## config.mk

```make
export PLATFORM = sky130hd
export DESIGN_NAME = eewc_ctrl
export DESIGN_NICKNAME = d
export VERILOG_FILES = /design/src/eeprom_write_controller_top_assert.svh /design/src/eewc_pkg.sv /design/src/eewc_ctrl.sv
export SDC_FILE = /design/constraint.sdc
export NUM_CORES = 1
export LEC_CHECK = 0
export BUFFER_PORTS_ARGS = -buffer_cell sky130_fd_sc_hd__buf_2
export CORE_AREA = 2 2 39 41
export CTS_BUF_LIST = sky130_fd_sc_hd__clkbuf_2
export CTS_CLUSTER_SIZE = 28
export DETAILED_ROUTE_END_ITERATION = 6
export DIE_AREA = 0 0 41 43
export GPL_TIMING_DRIVEN = 0
export HOLD_SLACK_MARGIN = 0.12
export PLACE_DENSITY = 0.41
export SKIP_CTS_REPAIR_TIMING = 1
export SLEW_MARGIN = 20
export SYNTH_ARGS = -nofsm -noshare
export SYNTH_HDL_FRONTEND = slang
export SYNTH_SLANG_ARGS = --single-unit
```

## constraint.sdc

```tcl
create_clock -name clk -period 1.9 [get_ports clk]
set_input_delay 0.285 -clock clk [delete_from_list [all_inputs] [get_ports clk]]
set_output_delay 0.285 -clock clk [all_outputs]
set_load 0.03 [all_outputs]
```

## src/eeprom_write_controller_top_assert.svh

```systemverilog
// Assertion macros for the EEPROM write controller top level
`ifndef EEPROM_WRITE_CONTROLLER_TOP_ASSERT_SVH
`define EEPROM_WRITE_CONTROLLER_TOP_ASSERT_SVH

// same-cycle implication
`define EEWC_ASSERT_NOW(lbl, ante, cons, msg) \
  lbl: assert property (@(posedge clk) disable iff (rst) (ante) |-> (cons)) else $error(msg);

// next-cycle implication
`define EEWC_ASSERT_NEXT(lbl, ante, cons, msg) \
  lbl: assert property (@(posedge clk) disable iff (rst) (ante) |=> (cons)) else $error(msg);

`endif

```

## src/eewc_pkg.sv

```systemverilog
// Shared types and constants for the EEPROM write controller
package eewc_pkg;

  localparam int ADDR_BITS     = 10;
  localparam int STORE_DEPTH   = 1 << ADDR_BITS;
  localparam int ENABLE_WINDOW = 4;
  localparam int WIN_W         = $clog2(ENABLE_WINDOW + 1);
  localparam int CNT_W         = 16;
  localparam int CTL_W         = 6;
  localparam int CELL_ADDR_W   = 10;
  localparam int IN_W          = 16;
  localparam int OUT_W         = 32;

  localparam int CTL_READ   = 0;
  localparam int CTL_PROG   = 1;
  localparam int CTL_MASTER = 2;

  localparam logic [CNT_W-1:0] ERASE_WRITE_RESET = 16'd54400;
  localparam logic [CNT_W-1:0] SINGLE_OP_RESET   = 16'd28800;

  typedef enum logic [2:0] {
    CMD_TICK     = 3'd0,
    CMD_CTL      = 3'd1,
    CMD_DATA     = 3'd2,
    CMD_ADDR_LO  = 3'd3,
    CMD_ADDR_HI  = 3'd4
  } cmd_t;

  typedef enum logic [1:0] {
    MODE_ERASE_WRITE = 2'd0,
    MODE_ERASE       = 2'd1,
    MODE_WRITE       = 2'd2,
    MODE_NONE        = 2'd3
  } mode_t;

  typedef enum logic [0:0] {
    REG_ERASE_WRITE = 1'b0,
    REG_SINGLE_OP   = 1'b1
  } reg_idx_t;

  typedef enum logic [1:0] {
    ST_CLEAR,
    ST_IDLE,
    ST_FETCH,
    ST_EXEC
  } state_t;

  typedef struct packed {
    logic clear;
    logic accept;
    logic fetch;
    logic exec;
  } ctrl_cmd_t;

  typedef struct packed {
    logic clear_last;
    logic out_free;
  } dp_status_t;

endpackage

```

## src/eewc_ctrl.sv

```systemverilog
// Sequencer for the EEPROM write controller: clear sweep and per-word steps
module eewc_ctrl
  import eewc_pkg::*;
(
  input  logic       clk,
  input  logic       rst,
  input  logic       s_tvalid,
  input  dp_status_t status,
  output ctrl_cmd_t  cmd,
  output logic       ready
);

  state_t state, state_next;

  always_ff @(posedge clk) begin
    if (rst) begin
      state <= ST_CLEAR;
    end else begin
      state <= state_next;
    end
  end

  always_comb begin
    state_next = state;
    cmd        = '0;
    ready      = 1'b0;
    case (state)
      ST_CLEAR: begin
        cmd.clear = 1'b1;
        if (status.clear_last) begin
          state_next = ST_IDLE;
        end
      end
      ST_IDLE: begin
        ready = 1'b1;
        if (s_tvalid) begin
          cmd.accept = 1'b1;
          state_next = ST_FETCH;
        end
      end
      ST_FETCH: begin
        cmd.fetch  = 1'b1;
        state_next = ST_EXEC;
      end
      ST_EXEC: begin
        if (status.out_free) begin
          cmd.exec   = 1'b1;
          state_next = ST_IDLE;
        end
      end
      default: begin
        state_next = ST_CLEAR;
      end
    endcase
  end

endmodule

```

==> results of run 1 <==
critical path, delay by kind of cell, from the launching register on:
| kind | cells | cell delay [ps] |
|---|---|---|
| compound gates | 1 | 490 |
| mux | 1 | 360 |
| fa+ha+maj | 1 | 210 |
| buf+inv | 1 | 90 |
| flops | 1 | 370 |
per-stage QoR:
step | instances | hold slack [ps] | area, um^2
2_1_floorplan | 21 | 465.3 | 187.7
3_3_place_gp | 46 | 509.8 | 252.7
3_5_place_dp | 46 | 517.1 | 252.7
4_1_cts | 49 | 396.8 | 267.8
5_1_grt | 49 | 430.7 | 267.8
6_report | 49 | 405.4 | 267.8
worst paths after layout:
path                               from                    end  slack (ps)
hold / removal                      rst  state[1]$_SDFFE_PP0P_         410
setup / recovery  state[1]$_SDFFE_PP0P_  state[0]$_SDFFE_PP0P_         250
setup reg to reg  state[1]$_SDFFE_PP0P_  state[0]$_SDFFE_PP0P_         250
hold reg to reg   state[1]$_SDFFE_PP0P_  state[1]$_SDFFE_PP0P_         520
synth_stat cells:
| cell | instances |
|---|---|
| clkinvlp_2 | 1 |
| ha_1 | 5 |
| nand2b_1 | 2 |
| and2_1 | 1 |
| mux2_1 | 1 |
| a222oi_1 | 1 |
| mux2i_1 | 1 |
| and2_2 | 1 |
| nor2_1 | 2 |
| inv_1 | 4 |
| dfxtp_1 | 2 |
cell usage in the layout (no fill, tap or decap):
master	synthesis	final
clkinvlp_2	1	1
a222oi_1	1	1
clkbuf_2	0	3
buf_2	0	9
nor2_1	2	2
nand2b_1	2	2
inv_1	4	4
and2_2	1	1
ha_1	5	5
mux2_1	1	1
dfxtp_1	2	2
mux2i_1	1	1
and2_1	1	1
where the power goes:
part	leakage (nW)	switching (mW)	internal (mW)
Combinational	0.121	0.125	0.0710
Clock	0.0125	0.0235	0.0418
Sequential	0.0166	0.0150	0.0571
layer usage:
| metal | track usage (%) | routed length [um] | vias to the layer above |
|---|---|---|---|
| met5 | 0 | 0 | - |
| met1 | 4.459 | 196 | 64 |
| met2 | 5.625 | 114 | 12 |
| li1 | - | - | 89 |
| met3 | 4.712 | 55 | 0 |
| met4 | 4.000 | 0 | 0 |
logic make-up after synthesis:
family	Yosys count	share of synthesized area (%)
compound gates	1	5.334
mux	2	11.33
simple gates	6	18.00
fa+ha+maj	5	33.33
flops	2	21.33
buf+inv	5	10.66
layout make-up:
| type | count | area (um^2) | share of cell area (%) |
|---|---|---|---|
| multi-input cells | 14 | 127.6 | 47.66 |
| inverters | 5 | 20.02 | 7.477 |
| flip-flops and latches | 2 | 40.04 | 14.95 |
| well taps | 16 | 20.02 | 7.477 |
| repair buffers | 9 | 45.04 | 16.82 |
| clock buffers | 3 | 15.01 | 5.607 |
==> key figures, run 1 <==
Status
  • Outcome: finished clean

Critical path
  • Crit. End Element: register
  • Critical Setup Path Class: reg2reg
  • Critical-path cell list: inv_1 > ha_1 > a222oi_1 > mux2_1
  • Reg2Reg Depth: 4
  • Slowest library cell on the worst path: a222oi_1
  • Slowest stage delay, CP: 490 ps
  • Worst Path Required: 1970 ps
  • Worst path arrival time: 1720 ps
  • Crit path max fanout: 4
  • Type of origin of the critical path: register

Synthesis
  • Avg Inst Size Synth: 8.937 um^2
  • Mapped Nets: 31
  • Cells after Synth: 21
  • Mapped Area: 187.7 um^2
  • Yosys Warn Count: 0
  • Unique masters post-synth: 11
  • Share of the synthesized area in the top cell type: 33.33%
  • Sequential-to-total area share from yosys stat: 21.33%
  • Leading post-synthesis cells by cell area: ha_1 33%, dfxtp_1 21%, inv_1 8.0%
  • Leading area contributor after synthesis: ha_1
  • #FFs+latches synth: 2

Clock tree
  • Root Buffer: clkbuf_2
  • Reg clk slew, reported paths: 30 ps
  • CTS max path bufs: 2
  • Clk_lat worst skew: 190 ps
  • Htree depth: 1
  • Cts bufs inserted: 3
  • CTS tree: yes
  • CTS sink cnt: 2

Layout
  • Biggest regs: state (2)
  • Layout cells sized above 1: 42.42%
  • Reg with most FFs: state
  • Final Util: 19.35%
  • Nets: 45
  • ANT cells: 0
  • Layout area overhead: 42.67%
  • Max reg flops: 2
  • Layout filler cell count: 156

STA
  • Final Max Tran Viols: 0
  • Fmax: 0.6073 GHz
  • Slew headroom: 67.17%
  • Final cycle utilization of the critical path: 86.66%
  • Setup TNS Final: 0 ps
  • Clock Skew: 4.517 ps
  • Setup violations, final: 0
  • RSZ-0062 raised after global routing: no
  • Worst Tran Pin Value: 492.5 ps
  • Final Hold Vio Count: 0
  • Final min period: 1647 ps
  • Final worst setup slack: 253.4 ps

Worst hold path
  • Worst Hold Depth: 3
  • Worst min-delay path class: in2reg

Floorplanning
  • Total I/O pin count: 10
  • Die span in y: 43 um
  • FP Rows: 14
  • Die Area: 1763 um^2
  • Initial core utilization: 13.56%
  • Core Area: 1384 um^2
  • Die Wd: 41 um

Placement
  • Pre-CTS setup slack: 236.5 ps
  • IO buf count: 9
  • Routability congestion estimate: 0.5964

Flow run
  • Max Cap Viol: 0

Routing
  • DRC: 0
  • Vias/cell: 3.367
  • Final wirelength: 365 um
  • Detail Route Antenna Nets: 0
  • DR iter-0 viols: 5
  • Drt first pass iters: 4
  • Routed WL per cell: 7.449 um
  • Detailed-route via count: 165

Global route
  • GRT Util Overall: 4.705%
  • First-pass GRT wire length: 510 um
  • Initial antenna violation count: 0
  • GRT overflow: 0
  • Number of global-route vias before repair: 142
  • Largest net degree at the start of global routing: 5

Power and ir drop
  • Tot Pwr: 333.3 uW
  • Peak VDD IR: 0.3410 mV
  • Leak: 0.1501 nW
  • Pwr dens: 1245 nW/um^2
(Power assumes the default switching activity.)
==> run 2: changes to the inputs <==
--- a/config.mk
+++ b/config.mk
@@ -14,6 +14,7 @@
 export GPL_TIMING_DRIVEN = 0
 export HOLD_SLACK_MARGIN = 0.12
 export PLACE_DENSITY = 0.41
+export REMOVE_ABC_BUFFERS = 1
 export SKIP_CTS_REPAIR_TIMING = 1
 export SLEW_MARGIN = 20
 export SYNTH_ARGS = -nofsm -noshare
==> constraint.sdc (replaced) <==
create_clock -name clk -period 1.52 [get_ports clk]
set_input_delay 0.228 -clock clk [delete_from_list [all_inputs] [get_ports clk]]
set_output_delay 0.228 -clock clk [all_outputs]
set_load 0.03 [all_outputs]
==> run 2 against run 1 <==
  * First-iteration DRC count is 40% lower
  * Die area stayed put
  * Sequential share of layout area is 0.30 points higher
  * Final cell count is 2.0% higher
  * Critical path type unchanged
  * Highest routed layer unchanged
==> key figures, run 2 (synthesis gave the netlist of run 1 again) <==
Floorplanning
  • Total I/O pin count: 10 (unchanged)
  • Initial core utilization: 13.56% (unchanged)
  • Die span in y: 43 um (unchanged)
  • FP Rows: 14 (unchanged)
  • Die Area: 1763 um^2 (unchanged)
  • Die Wd: 41 um (unchanged)
  • Core Area: 1384 um^2 (unchanged)

Power and ir drop
  • Combinational Power Share: 59.4% (+0.7 points)
  • Leak: 0.1547 nW (+3.1%)
  • Pwr dens: 1578 nW/um^2 (+27%)
  • Clock power share: 17.5% (-2.1 points)
  • Pint: 245.0 uW (+44%)
  • Switching power: 221.0 uW (+35%)
  • Peak VDD IR: 0.4816 mV (+41%)
  • Sequential share of power: 23.0% (+1.4 points)
  • Sw Share: 47.43% (-1.6 points)

Routing
  • Vias/cell: 3.580 (+6.3%)
  • DRC: 0 (unchanged)
  • Highest routed layer: met3
  • Drt first pass iters: 4 (unchanged)
  • Detail Route Antenna Nets: 0 (unchanged)
  • Detailed-route via count: 179 (+8.5%)
  • DR WL met3: 55 um (unchanged)
  • DR iter-0 viols: 3 (-2)
  • Final wirelength: 389 um (+6.6%)
  • Met2 WL post-DR: 133 um (+17%)
  • M1 wire length: 200 um (+2.0%)
  • Routed WL per cell: 7.780 um (+4.4%)

Global route
  • Initial antenna violation count: 0 (unchanged)
  • GRT overflow: 0 (unchanged)
  • First-pass GRT wire length: 510 um (unchanged)
  • Largest net degree at the start of global routing: 5 (unchanged)
  • GRT Util Overall: 4.705% (unchanged)
  • Number of global-route vias before repair: 142 (unchanged)

STA
  • Setup violations, final: 0 (unchanged)
  • Worst Tran Pin Value: 432.4 ps (-60.01 ps)
  • Setup TNS Final: 0 ps (unchanged)
  • Final worst setup slack: 16.19 ps (-237.2 ps)
  • Final cycle utilization of the critical path: 98.94% (+12 points)
  • Slew headroom: 71.17% (+4.0 points)
  • Final min period: 1504 ps (-142.8 ps)
  • RSZ-0062 raised after global routing: yes
  • Clock Skew: 4.609 ps (+0.09177 ps)
  • Final Max Tran Viols: 0 (unchanged)
  • Final Hold Vio Count: 0 (unchanged)
  • Hold_ws: 343.8 ps (-61.54 ps)
  • Fmax: 0.6650 GHz (+9.5%)

Layout
  • Nets: 46 (+2.2%)
  • Max reg flops: 2 (unchanged)
  • Design area: 295.3 um^2 (+10%)
  • Layout cells sized above 1: 61.76% (+19 points)
  • Layout area overhead: 57.33%
  • Most frequent cells in the layout: 9 x buf_2, 3 x ha_1, 3 x clkbuf_2
  • Most common cell after layout, fill and taps aside: buf_2
  • Reg with most FFs: state
  • ANT cells: 0 (unchanged)
  • Finished Layout Cells: 50 (+2.0%)
  • Biggest regs: state (2)
  • Layout filler cell count: 157 (+0.64%)

Clock tree
  • Root Buffer: clkbuf_2
  • Htree depth: 1 (unchanged)
  • CTS max path bufs: 2 (unchanged)
  • Reg clk slew, reported paths: 30 ps (about the same)
  • Clk_lat worst skew: 190 ps (about the same)
  • CTS sink cnt: 2 (unchanged)
  • Cts bufs inserted: 3 (unchanged)
  • CTS tree: yes

Worst hold path
  • Worst Hold Depth: 3 (unchanged)
  • Worst min-delay path class: in2reg
  • Hold Crit Start: rst
  • Hold path endpoint: state[1]$_SDFFE_PP0P_

Critical path
  • Reg-to-reg slack, setup: 20 ps (-240 ps)
  • Crit. End Element: register
  • Crit. Startpoint: state[0]$_SDFFE_PP0P_
  • Crit path max fanout: 4 (unchanged)
  • Critical-path cell list: inv_2 > ha_2 > a222oi_1 > mux2_1
  • Slowest stage delay, CP: 430 ps (-60 ps)
  • Critical R2R Capture: state[0]$_SDFFE_PP0P_
  • Type of origin of the critical path: register
  • Reg2Reg Depth: 4 (unchanged)
  • Critical Setup Path Class: reg2reg
  • Reg2reg start: state[0]$_SDFFE_PP0P_
  • Worst path arrival time: 1570 ps (-150 ps)
  • Slowest library cell on the worst path: a222oi_1
  • Worst Path Required: 1590 ps (-380 ps)

Placement
  • Pre-CTS setup slack: -143.5 ps (-380.0 ps)
  • IO buf count: 9 (unchanged)
  • Routability congestion estimate: 0.5964 (unchanged)
  • Dpl cells: 46 (unchanged)
  • Area after DPL: 252.7 um^2 (unchanged)

Flow run
  • Max Cap Viol: 0 (unchanged)

Status
  • Outcome: finished clean
==> run 2: changes by cell type in the layout (fill, tap and decap cells not counted), sizes merged <==
cell  change
buf       +1
==> run 2: worst max-delay path by stage <==
| stage | endpoint | cells after the start |
|---|---|---|
| final | state[0]$_SDFFE_PP0P_ | 4 |
| after global routing | state[0]$_SDFFE_PP0P_ | 4 |
| after CTS | state[0]$_SDFFE_PP0P_ | 4 |
| after detailed placement | state[0]$_SDFFE_PP0P_ | 4 |
| after global placement | state[0]$_SDFFE_PP0P_ | 4 |
| after floorplan | state[0]$_SDFFE_PP0P_ | 4 |
==> run 2: per-layer routing <==
layer | vias up | GRT usage [%]
li1 | 92 | -
met5 | - | 0
met4 | 0 | 4.000
met1 | 75 | 4.459
met3 | 0 | 4.712
met2 | 12 | 5.625
==> run 2: per-stage QoR <==
step / power (mW) / util (%)
floorplan: 0.2852 / -
global placement: 0.3374 / 18.26
detailed placement: 0.3374 / 18.26
CTS: 0.4273 / 19.35
global route: 0.5127 / 21.34
finish: 0.4660 / 21.34
==> run 2: final cells by class <==
class | instances | area, um^2 | share of cell area [%]
clock buffers | 3 | 15.01 | 5.085
inverters | 5 | 20.02 | 6.780
multi-input cells | 14 | 142.6 | 48.31
flip-flops and latches | 2 | 45.04 | 15.25
well taps | 16 | 20.02 | 6.780
repair buffers | 10 | 52.55 | 17.80
==> run 2: worst max-delay path, delay by kind of cell (launching register included) <==
kind,cells,cell delay (ps)
compound gates,1,430
fa+ha+maj,1,180
flops,1,360
buf+inv,1,50
mux,1,360
==> run 2: power groups by stage <==
stage	logic (mW)	registers [mW]	clock network, mW
floorplan	0.198	0.0870	0
global placement	0.247	0.0907	0
detailed placement	0.247	0.0908	0
CTS	0.248	0.0901	0.0889
global route	0.305	0.110	0.0973
finish	0.277	0.107	0.0816
